===== config.mk =====
export PLATFORM = sky130hd
export DESIGN_NAME = prl_ctrl
export DESIGN_NICKNAME = d
export VERILOG_FILES = /design/src/sv/prl_pkg.sv /design/src/sv/prl_ctrl.sv
export SDC_FILE = /design/constraint.sdc
export NUM_CORES = 1
export LEC_CHECK = 0
export BUFFER_PORTS_ARGS = -buffer_cell sky130_fd_sc_hd__buf_4
export CAP_MARGIN = 20
export CORE_MARGIN = 2
export CORE_UTILIZATION = 30
export DETAILED_ROUTE_END_ITERATION = 8
export HOLD_SLACK_MARGIN = 0.08
export PLACE_DENSITY = 0.62
export SETUP_SLACK_MARGIN = 0.02
export SLEW_MARGIN = 10
export SYNTH_ARGS = -nofsm -noshare
export SYNTH_HDL_FRONTEND = slang
export SYNTH_SLANG_ARGS = --single-unit

===== constraint.sdc =====
create_clock -name clk -period 1.5 [get_ports clk]
set_input_delay 0.3 -clock clk [delete_from_list [all_inputs] [get_ports clk]]
set_output_delay 0.3 -clock clk [all_outputs]
set_load 0.02 [all_outputs]

===== src/sv/prl_pkg.sv =====
// Package with shared types, constants and codes for the peer rate limiter.
package prl_pkg;

  typedef struct packed {
    logic        op;
    logic [63:0] peer_key;
    logic [63:0] now_time;
    logic [16:0] answer_uncertainty;
    logic        served_here;
  } req_t;

  typedef struct packed {
    logic [1:0]  status;
    logic [1:0]  decision;
    logic [3:0]  slot_index;
    logic        newly_added;
    logic [16:0] minute_count;
    logic [20:0] hour_count;
    logic [16:0] peer_reputation;
    logic [16:0] minute_limit;
    logic [31:0] sent_count;
    logic [31:0] served_count;
  } rsp_t;

  localparam logic [1:0] ST_OK    = 2'd0;
  localparam logic [1:0] ST_EMPTY = 2'd1;
  localparam logic [1:0] ST_FULL  = 2'd2;

  localparam logic [1:0] DEC_ALLOW = 2'd0;
  localparam logic [1:0] DEC_RATE  = 2'd1;
  localparam logic [1:0] DEC_GIVE  = 2'd2;
  localparam logic [1:0] DEC_BLOCK = 2'd3;

  localparam logic [2:0] REG_MINUTE = 3'd0;
  localparam logic [2:0] REG_HOUR   = 3'd1;
  localparam logic [2:0] REG_BAN    = 3'd2;
  localparam logic [2:0] REG_TRUST  = 3'd3;
  localparam logic [2:0] REG_GIVE   = 3'd4;
  localparam logic [2:0] REG_REJECT = 3'd5;
  localparam logic [2:0] REG_GRACE  = 3'd6;

  localparam logic [63:0] MINUTE_NS     = 64'd60000000000;
  localparam logic [63:0] HOUR_NS       = 64'd3600000000000;
  localparam logic [63:0] DEFAULT_GRACE = 64'd600000000000;
  localparam logic [16:0] REP_ONE       = 17'd65536;
  localparam logic [16:0] REP_START     = 17'd32768;
  localparam logic [16:0] RATE_PENALTY  = 17'd9830;
  localparam logic [16:0] ANSWER_LOSS   = 17'd6554;
  localparam logic [16:0] ANSWER_GAIN   = 17'd3277;
  localparam logic [31:0] GIVE_MIN_SENT = 32'd10;
  localparam logic [31:0] SAT32         = 32'hFFFFFFFF;

  typedef enum logic [3:0] {
    S_IDLE, S_SRCH, S_SRCH_W, S_VICT, S_VICT_W, S_LOAD, S_LOAD_W,
    S_CALC, S_GIVE, S_DEC, S_WRITE, S_DONE
  } state_t;

  // Controller commands to the datapath.
  typedef struct packed {
    logic take_req;
    logic rd_issue;
    logic srch_check;
    logic scan_clr;
    logic vict_check;
    logic alloc;
    logic load;
    logic calc;
    logic give;
    logic decide;
    logic write;
    logic emit_fail;
    logic emit;
  } cmd_t;

  // Datapath status to the controller.
  typedef struct packed {
    logic empty_key;
    logic hit;
    logic scan_last;
    logic table_full;
    logic have_victim;
    logic is_observe;
  } sts_t;

endpackage


===== src/sv/prl_ctrl.sv =====
// Controller state machine for the peer rate limiter.
module prl_ctrl (
  input  logic          clk,
  input  logic          rst,
  input  logic          start,
  input  prl_pkg::sts_t sts,
  output prl_pkg::cmd_t cmd,
  output logic          busy
);

  prl_pkg::state_t state, state_next;

  always_ff @(posedge clk) begin
    if (rst) begin
      state <= prl_pkg::S_IDLE;
    end else begin
      state <= state_next;
    end
  end

  always_comb begin
    state_next = state;
    cmd = '0;
    busy = 1'b1;
    case (state)
      prl_pkg::S_IDLE: begin
        busy = 1'b0;
        if (start) begin
          cmd.take_req = 1'b1;
          state_next = prl_pkg::S_SRCH;
        end
      end
      prl_pkg::S_SRCH: begin
        if (sts.empty_key) begin
          cmd.emit_fail = 1'b1;
          state_next = prl_pkg::S_IDLE;
        end else if (sts.scan_last) begin
          if (sts.table_full) begin
            // The eviction scan walks the table again from entry zero.
            cmd.scan_clr = 1'b1;
            state_next = prl_pkg::S_VICT;
          end else begin
            cmd.alloc = 1'b1;
            state_next = prl_pkg::S_LOAD;
          end
        end else begin
          cmd.rd_issue = 1'b1;
          state_next = prl_pkg::S_SRCH_W;
        end
      end
      prl_pkg::S_SRCH_W: begin
        cmd.srch_check = 1'b1;
        if (sts.hit) begin
          state_next = prl_pkg::S_LOAD;
        end else begin
          state_next = prl_pkg::S_SRCH;
        end
      end
      prl_pkg::S_VICT: begin
        if (sts.scan_last) begin
          if (sts.have_victim) begin
            cmd.alloc = 1'b1;
            state_next = prl_pkg::S_LOAD;
          end else begin
            cmd.emit_fail = 1'b1;
            state_next = prl_pkg::S_IDLE;
          end
        end else begin
          cmd.rd_issue = 1'b1;
          state_next = prl_pkg::S_VICT_W;
        end
      end
      prl_pkg::S_VICT_W: begin
        cmd.vict_check = 1'b1;
        state_next = prl_pkg::S_VICT;
      end
      prl_pkg::S_LOAD: begin
        state_next = prl_pkg::S_LOAD_W;
      end
      prl_pkg::S_LOAD_W: begin
        cmd.load = 1'b1;
        state_next = prl_pkg::S_CALC;
      end
      prl_pkg::S_CALC: begin
        cmd.calc = 1'b1;
        if (sts.is_observe) begin
          state_next = prl_pkg::S_WRITE;
        end else begin
          state_next = prl_pkg::S_GIVE;
        end
      end
      prl_pkg::S_GIVE: begin
        cmd.give = 1'b1;
        state_next = prl_pkg::S_DEC;
      end
      prl_pkg::S_DEC: begin
        cmd.decide = 1'b1;
        state_next = prl_pkg::S_WRITE;
      end
      prl_pkg::S_WRITE: begin
        cmd.write = 1'b1;
        state_next = prl_pkg::S_DONE;
      end
      prl_pkg::S_DONE: begin
        cmd.emit = 1'b1;
        state_next = prl_pkg::S_IDLE;
      end
      default: begin
        state_next = prl_pkg::S_IDLE;
      end
    endcase
  end

endmodule


==> results.ini, run 1 <==
[run_status]
outcome = finished with violations
violations = setup timing

[finish]
instances_no_fill = 103
diodes = 0
final_nets = 99
reg_top3 = state x4
largest_reg_flops = 4
nFillCells = 118
top_register = state
drive_gt1_share_pct = 52.3
area_growth_syn_to_layout_pct = 87.2

[timing]
tightest_slew_ns = 0.300
maxSlewViolCount = 0
min_period_over_period_pct = 116
rsz0062_at_grt = true
fin_setup_tns_ns = -1.22
slew_headroom_pct = 80.0
setup_viol = 8
period_minus_slack_ns = 1.74
layout_setup_ws_ns = -0.241
clock_skew_ns = 0.000641
hold_viol = 0
fmax_mhz = 574

[synthesis]
synth-seq-cells = 4
syn_nets = 67
ys_top_cells_by_area = dfxtp_1 (20%), a21oi_1 (10%), nor2_1 (8.6%)
yosysTopAreaCellShare_pct = 20.4
yosysWarnings = 0
ys_types = 25
syn_avg_cell_area_um2 = 6.75
yosysTopAreaCell = dfxtp_1
ys_seq_area_share_pct = 20.4
synthesis.area_um2 = 392
synth_cells = 58

[placement]
place.gp.congestion = 0.779
dp_cells = 98
place_ws_ns = -0.0242
port-buffer-count = 22
hpwl_um = 861

[drt]
drt_iter0_drc = 2
drtPass1Iterations = 4
ant_nets = 0
vias = 512
finalWirelength_mm = 1.14
wl_per_cell_um = 11.1
viasPerCell = 4.97
drc = 0

[pwr]
power_density_mw_per_mm2 = 542
p_clk_share_pct = 31.8
p_sw_w = 0.000115
cellLeakagePower_nw = 0.311
p_comb_share_pct = 39.5
internal-power_w = 0.000282
seqPwrFrac_pct = 28.7
max-vdd-ir-drop_mv = 0.368
swShare_pct = 29.0

[grt]
antenna_found_initial = 0
grt_max_degree = 15
grt_pass1_wl_mm = 1.69
gr-total-overflow = 0
track_usage_pct = 15.5
grt_pass1_vias = 422

[worst_hold_path]
hold_path_class = in2reg
min_from = rst
holdPathStages = 2
whs_endpoint = state[3]$_SDFFE_PP0P_

[clock_network]
clock_path_buffers = 2
cts_tree = built
h-tree-depth = 1
cts_root_buf = clkbuf_4
cts_inserted_buffers = 3
clock-sinks = 4
clk_latency_ns = 0.23
clk_pin_slew_ns = 0.03

[setup_path]
worst_ep_required_time_ns = 1.20
criticalPathCategory = reg2out
crit_chain = or3b_4 > nor3_4 > nand2b_1 > a21oi_4 > buf_6
ff2ff_setup_slack_ns = 0.14
worst_setup_path_start_kind = register
arrival_ns = 1.44
path_max_fanout = 3
end_kind = primary output
slowest_delay_ns = 0.41
reg2reg_to = state[1]$_SDFFE_PP0P_
reg2reg_from = state[3]$_SDFFE_PP0P_
rr_worst_depth = 6
slowest_stage = or3b_4

[floorplanning]
io_pins = 23
die_area_mm2 = 0.00161
dieWidth_um = 40.1
initial_core_util_pct = 31.3
core_mm2 = 0.00125
die_y_um = 40.1
rows = 13

[run]
max_cap_viol_count = 0

worst max-delay path: cells and delay by family, from the launching register on:
| kind | cells | cell delay [ns] |
|---|---|---|
| simple gates | 3 | 0.66 |
| buf+inv | 1 | 0.13 |
| flops | 1 | 0.30 |
| compound gates | 1 | 0.13 |
layout by cell type (no fill, tap or decap), drive strengths merged:
cell type | Yosys | final
dfxtp | 4 | 4
nor2 | 9 | 9
and3 | 2 | 2
o2111ai | 1 | 1
or2b | 1 | 1
o221ai | 1 | 1
nand2b | 4 | 4
inv | 3 | 3
nor3b | 1 | 1
nand4 | 1 | 1
or3b | 2 | 2
clkbuf | 2 | 3
a31oi | 1 | 1
nand3b | 3 | 3
buf | 2 | 31
nand2 | 5 | 5
a21oi | 8 | 8
a41oi | 1 | 1
nor3 | 4 | 4
o21ai | 3 | 3
per-layer routing:
metal  routed length, µm  part of all wire, %  track usage, %  vias to the layer above
met5                   0                    0               0                        -
met3                  32                  2.8           0.556                        2
li1                    -                    -               -                      268
met1                 539                   47            22.8                      233
met4                  13                  1.1            6.90                        0
met2                 558                   49            23.0                        9
power groups by stage:
stage               Clock [W]  Combinational (W)  Sequential, W
detailed placement          0           0.000134       0.000115
finish               0.000126           0.000157       0.000114
CTS                  0.000136           0.000146       0.000113
global route         0.000140           0.000169       0.000114
global placement            0           0.000134       0.000115
floorplan                   0          0.0000697       0.000116
cells in the mapped netlist:
cell,n
o221ai_1,1
nor2_1,9
buf_6,1
nand2_1,5
inv_1,3
dfxtp_1,4
clkbuf_1,2
nand4_1,1
nor3b_1,1
and3_2,1
nor3_1,3
or3b_1,1
o21ai_0,2
o21ai_1,1
or3b_4,1
nand2b_1,4
a41oi_1,1
nor3_4,1
or2b_1,1
a21oi_1,8
nand3b_1,3
o2111ai_1,1
a31oi_1,1
buf_4,1
and3_1,1
logic make-up after synthesis:
logic type,after synthesis,share of synthesized area [%]
flip-flops,4,20.4
buffers and inverters,7,9.59
AND/OR/NAND/NOR,32,47.6
AO/OA/AOI/OAI,15,22.4
metrics by stage:
step	instance area [µm²]	util, %	hold WS, ns	power [W]
floorplan	408	-	0.372	0.000185
global placement	631	50.3	0.477	0.000249
detailed placement	631	50.3	0.480	0.000249
CTS	697	55.6	0.233	0.000396
global route	733	58.5	0.248	0.000424
finish	733	58.5	0.242	0.000398
worst max-delay path by stage:
stage / startpoint / endpoint / slack [ns] / depth (start not counted)
2_1_floorplan: state[3]$_SDFFE_PP0P_ / cmd[7] / -0.09 / 5
3_3_place_gp: state[3]$_SDFFE_PP0P_ / cmd[7] / -0.0001 / 5
3_5_place_dp: state[3]$_SDFFE_PP0P_ / cmd[7] / -0.02 / 5
4_1_cts: state[3]$_SDFFE_PP0P_ / cmd[7] / -0.26 / 5
5_1_grt: state[3]$_SDFFE_PP0P_ / cmd[7] / -0.30 / 5
6_report: state[3]$_SDFFE_PP0P_ / cmd[7] / -0.24 / 5
timing repair:
| action | in CTS | in global routing |
|---|---|---|
| setup endpoints to repair | 12 | 14 |
| pin swaps | 2 | 2 |
| resized for setup | 8 | 9 |
| buffers inserted | 2 | 0 |
| hold buffers | 0 | 0 |
layout make-up:
cell class	count	area, µm²	share of cell area (%)
timing repair buffer	31	275	37.5
tap	15	18.8	2.56
multi-input combinational	47	324	44.2
sequential	4	81.3	11.1
inverter	3	11.3	1.54
clock buffer	3	22.5	3.07
Power figures use the tool's default switching activity.
==> run 2: changes to the inputs <==
==> constraint.sdc (replaced) <==
create_clock -name clk -period 1.5 [get_ports clk]
set_input_delay 0.3 -clock clk [delete_from_list [all_inputs] [get_ports clk]]
set_output_delay 0.3 -clock clk [all_outputs]
set_load 0.01 [all_outputs]
==> results.ini, run 2 (synthesis gave the netlist of run 1 again) <==
[finish]
diodes = 0  ; unchanged
reg_top3 = state x4
final_nets = 96  ; -3.0%
area_growth_syn_to_layout_pct = 73.5
finish.utilization_pct = 54.2  ; -4.3 points
largest_reg_flops = 4  ; unchanged
mostFrequentLayoutCell = buf_4
drive_gt1_share_pct = 52.9  ; +0.67 points
layout_common_cells = buf_4 (26), nor2_1 (6), a21oi_1 (6)
regArea_um2 = 85.1  ; +4.6%
top_register = state
multiInputGateArea_um2 = 324  ; unchanged
nFillCells = 115  ; -2.5%
fin_area_um2 = 679  ; -7.3%

[grt]
grt_pass1_wl_mm = 1.73  ; +2.4%
grt_util_met1_pct = 18.9  ; -3.9 points
grt_use_met3_pct = 3.33  ; +2.8 points
grt.busiest_layer = met2
gr-total-overflow = 0  ; unchanged
antenna_found_initial = 0  ; unchanged
grt_max_degree = 15  ; unchanged
grt_pass1_vias = 444  ; +5.2%
track_usage_pct = 15.8  ; +0.29 points
grt_use_met2_pct = 28.6  ; +5.6 points

[floorplanning]
die_y_um = 40.1  ; unchanged
die_area_mm2 = 0.00161  ; unchanged
dieWidth_um = 40.1  ; unchanged
rows = 13  ; unchanged
initial_core_util_pct = 31.3  ; unchanged
io_pins = 23  ; unchanged
core_mm2 = 0.00125  ; unchanged

[pwr]
fin_total_pwr_w = 0.000370  ; -7.0%
cellLeakagePower_nw = 0.290  ; -7.0%
p_sw_w = 0.000104  ; -10%
power_density_mw_per_mm2 = 544  ; +0.34%
seqPwrFrac_pct = 31.5  ; +2.8 points
max-vdd-ir-drop_mv = 0.363  ; -1.3%
internal-power_w = 0.000266  ; -5.7%
p_comb_share_pct = 34.1  ; -5.4 points
swShare_pct = 28.0  ; -0.97 points
p_clk_share_pct = 34.4  ; +2.6 points

[timing]
hold_viol = 0  ; unchanged
slew_headroom_pct = 77.6  ; -2.4 points
clock_skew_ns = 0.00450  ; +0.00386 ns
fmax_mhz = 572  ; -0.43%
period_minus_slack_ns = 1.75  ; +0.00753 ns
layout_setup_ws_ns = -0.248  ; -0.00753 ns
tightest_slew_ns = 0.336  ; +0.0358 ns
min_period_over_period_pct = 117  ; +0.50 points
setup_viol = 8  ; unchanged
maxSlewViolCount = 0  ; unchanged
rsz0062_at_grt = true

[drt]
drtPass1Iterations = 4  ; unchanged
wl_per_cell_um = 11.3  ; +1.8%
drt_iter0_drc = 12  ; +10
viasPerCell = 5.10  ; +2.6%
vias = 510  ; -0.39%
ant_nets = 0  ; unchanged
drc = 0  ; unchanged
finalWirelength_mm = 1.13  ; -1.1%

[run]
max_cap_viol_count = 0  ; unchanged

[placement]
post_dp_cell_area_um2 = 583  ; -7.5%
port-buffer-count = 22  ; unchanged
place.gp.congestion = 0.794  ; +2.0%
hpwl_um = 843  ; -2.1%

[run_status]
violations = setup timing
outcome = finished with violations

[setup_path]
slowest_delay_ns = 0.40  ; about the same
arrival_ns = 1.45  ; about the same
crit_family = simple AND/OR/NAND/NOR gates
path_max_fanout = 3  ; unchanged
worst_setup_path_start_kind = register
critPathBufInv = 1  ; unchanged
slowest_stage = or3b_4
end_kind = primary output
criticalPathCategory = reg2out
crit_chain = or3b_4 > nor3_4 > nand2b_1 > a21oi_2 > buf_4
worst_ep_required_time_ns = 1.20  ; about the same

[clock_network]
clk_latency_ns = 0.23  ; about the same
clk_pin_slew_ns = 0.04  ; about the same
clock-sinks = 4  ; unchanged
h-tree-depth = 1  ; unchanged
hold_buffers = 0  ; unchanged
cts_inserted_buffers = 3  ; unchanged
clock_path_buffers = 2  ; unchanged
cts_tree = built
cts_root_buf = clkbuf_4

[worst_hold_path]
hold_path_class = in2reg

==> run 2: cell types whose count changed in the layout (fill, tap and decap cells not counted), sizes merged <==
cell | before | now
buf | 31 | 28
==> run 2: final timing paths <==
path	startpoint	cells after the start	slack (ns)	endpoint
worst max-delay path	state[0]$_SDFFE_PP0P_	5	-0.25	cmd[7]
worst min-delay path	rst	2	0.24	state[3]$_SDFFE_PP0P_
worst max register to register	state[0]$_SDFFE_PP0P_	6	0.10	state[2]$_SDFFE_PP0P_
worst min register to register	state[1]$_SDFFE_PP0P_	2	0.64	state[2]$_SDFFE_PP0P_
==> run 2: final cells by class <==
cell class,instances,area share (%)
tap,15,2.76
sequential,4,12.5
clock buffer,3,3.31
inverter,3,1.66
timing repair buffer,28,32.0
multi-input combinational,47,47.7
==> run 2: stage by stage <==
step	std cells	hold WS, ns	worst slack, ns	setup TNS, ns
after floorplan	58	0.372	-0.0310	-0.0346
after global placement	95	0.474	-0.0357	-0.0439
after detailed placement	95	0.475	-0.0109	-0.0109
after CTS	100	0.236	-0.244	-0.960
after global routing	100	0.229	-0.317	-1.50
final	100	0.241	-0.248	-0.951
==> run 2: power by group through the flow <==
stage / Sequential, W / Clock (W) / Combinational, W
after floorplan: 0.000116 / 0 / 0.0000585
after global placement: 0.000119 / 0 / 0.000111
after detailed placement: 0.000118 / 0 / 0.000110
after CTS: 0.000118 / 0.000133 / 0.000120
after global routing: 0.000117 / 0.000144 / 0.000138
final: 0.000116 / 0.000127 / 0.000126
==> run 2: repair_timing <==
action,in CTS,in global routing
setup buffers,2,0
setup endpoints to repair,13,14
gates resized for setup,9,7
pin swaps,1,1
==> run 2: routing by layer <==
layer,part of all wire [%],vias up,wire length (µm)
met4,0,0,0
met3,5.1,0,58
met1,46,232,519
li1,-,261,-
met5,0,-,0
met2,49,17,553
==> run 3: changes to the inputs <==
--- a/config.mk
+++ b/config.mk
@@ -12,6 +12,7 @@
 export DETAILED_ROUTE_END_ITERATION = 8
 export HOLD_SLACK_MARGIN = 0.08
 export PLACE_DENSITY = 0.62
+export RECOVER_POWER = 100
 export SETUP_SLACK_MARGIN = 0.02
 export SLEW_MARGIN = 10
 export SYNTH_ARGS = -nofsm -noshare
==> results.ini, run 3 (synthesis gave the netlist of run 1 again) <==
[pwr]
max-vdd-ir-drop_mv = 0.363  ; about the same
power_density_mw_per_mm2 = 544  ; about the same
cellLeakagePower_nw = 0.286  ; -1.3%

[setup_path]
critPathBufInv = 1  ; unchanged
slowest_stage = or3b_4
crit_chain = or3b_4 > nor3_4 > nand2b_1 > a21oi_2 > buf_4
slowest_delay_ns = 0.40  ; about the same
arrival_ns = 1.45  ; about the same
worst_ep_required_time_ns = 1.20  ; about the same
worst_setup_path_start_kind = register
path_max_fanout = 3  ; unchanged
end_kind = primary output
crit_family = simple AND/OR/NAND/NOR gates
ff2ff_setup_slack_ns = 0.10  ; about the same
criticalPathCategory = reg2out

[finish]
final_nets = 96  ; unchanged
multiInputGateArea_um2 = 322  ; -0.77%
drive_gt1_share_pct = 50.6  ; -2.4 points
mostFrequentLayoutCell = buf_4
nFillCells = 116  ; +0.87%
reg_top3 = state x4
area_growth_syn_to_layout_pct = 71.9
top_register = state
diodes = 0  ; unchanged
fin_area_um2 = 673  ; -0.92%
regArea_um2 = 85.1  ; unchanged
largest_reg_flops = 4  ; unchanged
layout_common_cells = buf_4 (25), nor2_1 (7), a21oi_1 (6)

[clock_network]
clk_latency_ns = 0.23  ; about the same
clock-sinks = 4  ; unchanged
h-tree-depth = 1  ; unchanged
cts_inserted_buffers = 3  ; unchanged
hold_buffers = 0  ; unchanged
cts_root_buf = clkbuf_4
cts_tree = built
clk_pin_slew_ns = 0.04  ; about the same
clock_path_buffers = 2  ; unchanged

[drt]
wl_met2_um = 551  ; -0.36%
viasPerCell = 5.10  ; unchanged
ant_nets = 0  ; unchanged
dr.max_layer_used = met3
wl_met3_um = 57  ; -1.7%
vias = 510  ; unchanged
drt_iter0_drc = 12  ; unchanged
wl_per_cell_um = 11.3  ; -0.35%
drtPass1Iterations = 4  ; unchanged
finalWirelength_mm = 1.13  ; -0.35%
wl_met1_um = 519  ; unchanged
drc = 0  ; unchanged

[floorplanning]
core_mm2 = 0.00125  ; unchanged
dieWidth_um = 40.1  ; unchanged
die_y_um = 40.1  ; unchanged
die_area_mm2 = 0.00161  ; unchanged
initial_core_util_pct = 31.3  ; unchanged
rows = 13  ; unchanged
io_pins = 23  ; unchanged

[timing]
slew_headroom_pct = 77.6  ; about the same
rsz0062_at_grt = true
tightest_slew_ns = 0.336  ; +0.0000256 ns
hold_viol = 0  ; unchanged
setup_viol = 8  ; unchanged
fmax_mhz = 572  ; about the same
period_minus_slack_ns = 1.75  ; +0.000154 ns
clock_skew_ns = 0.00450  ; unchanged
layout_setup_ws_ns = -0.248  ; -0.000154 ns
maxSlewViolCount = 0  ; unchanged
min_period_over_period_pct = 117  ; about the same
whs_ns = 0.241  ; unchanged

[worst_hold_path]
hold_path_class = in2reg

[grt]
antenna_found_initial = 0  ; unchanged
grt_pass1_vias = 444  ; unchanged
gr-total-overflow = 0  ; unchanged
track_usage_pct = 15.8  ; unchanged
grt_max_degree = 15  ; unchanged
grt_pass1_wl_mm = 1.73  ; unchanged

[placement]
place.gp.congestion = 0.794  ; unchanged
port-buffer-count = 22  ; unchanged
post_dp_cell_area_um2 = 583  ; unchanged
hpwl_um = 843  ; unchanged

[run_status]
violations = setup timing
outcome = finished with violations

[run]
max_cap_viol_count = 0  ; unchanged

==> run 3: through the flow <==
stage	TNS (ns)	power, W	util, %	std cells	worst slack (ns)
global placement	-0.0439	0.000230	46.6	95	-0.0357
floorplan	-0.0346	0.000174	-	58	-0.0310
detailed placement	-0.0109	0.000228	46.6	95	-0.0109
global route	-1.50	0.000396	53.7	100	-0.317
CTS	-0.960	0.000371	52.0	100	-0.244
finish	-0.945	0.000366	53.7	100	-0.248
==> run 3: what timing repair did <==
action	in CTS	in global routing
pin swaps	1	1
setup buffers	2	0
setup endpoints to repair	13	14
resized for setup	9	7
==> run 3: worst paths after layout <==
path | endpoint | cells after the start | startpoint
hold / removal | state[3]$_SDFFE_PP0P_ | 2 | rst
setup / recovery | cmd[7] | 5 | state[0]$_SDFFE_PP0P_
hold reg to reg | state[2]$_SDFFE_PP0P_ | 2 | state[1]$_SDFFE_PP0P_
setup reg to reg | state[2]$_SDFFE_PP0P_ | 6 | state[0]$_SDFFE_PP0P_
==> run 3: routing by layer <==
layer / vias up / global-route usage [%]
met2: 17 / 28.6
li1: 261 / -
met1: 232 / 18.9
met4: 0 / 2.59
met3: 0 / 3.33
met5: - / 0
==> run 3: layout make-up <==
type	count	area share [%]
Inverter	3	1.67
Timing Repair Buffer	28	31.8
Sequential cell	4	12.6
Multi-Input combinational cell	47	47.8
Clock buffer	3	3.35
Tap cell	15	2.79
==> run 3: power breakdown <==
group	internal, W	switching, W	leakage [nW]
registers	0.000111	0.00000534	0.0336
logic	0.0000631	0.0000599	0.238
clock network	0.0000891	0.0000381	0.0138
total	0.000263	0.000103	0.286
==> run 3: worst reg2reg max path, stage by stage, from the launching register on <==
cell      delay [ns]
dfxtp_2         0.31
or3b_4          0.40
nor3_4          0.17
buf_4           0.14
buf_4           0.10
nand3b_1        0.07
a31oi_1         0.14
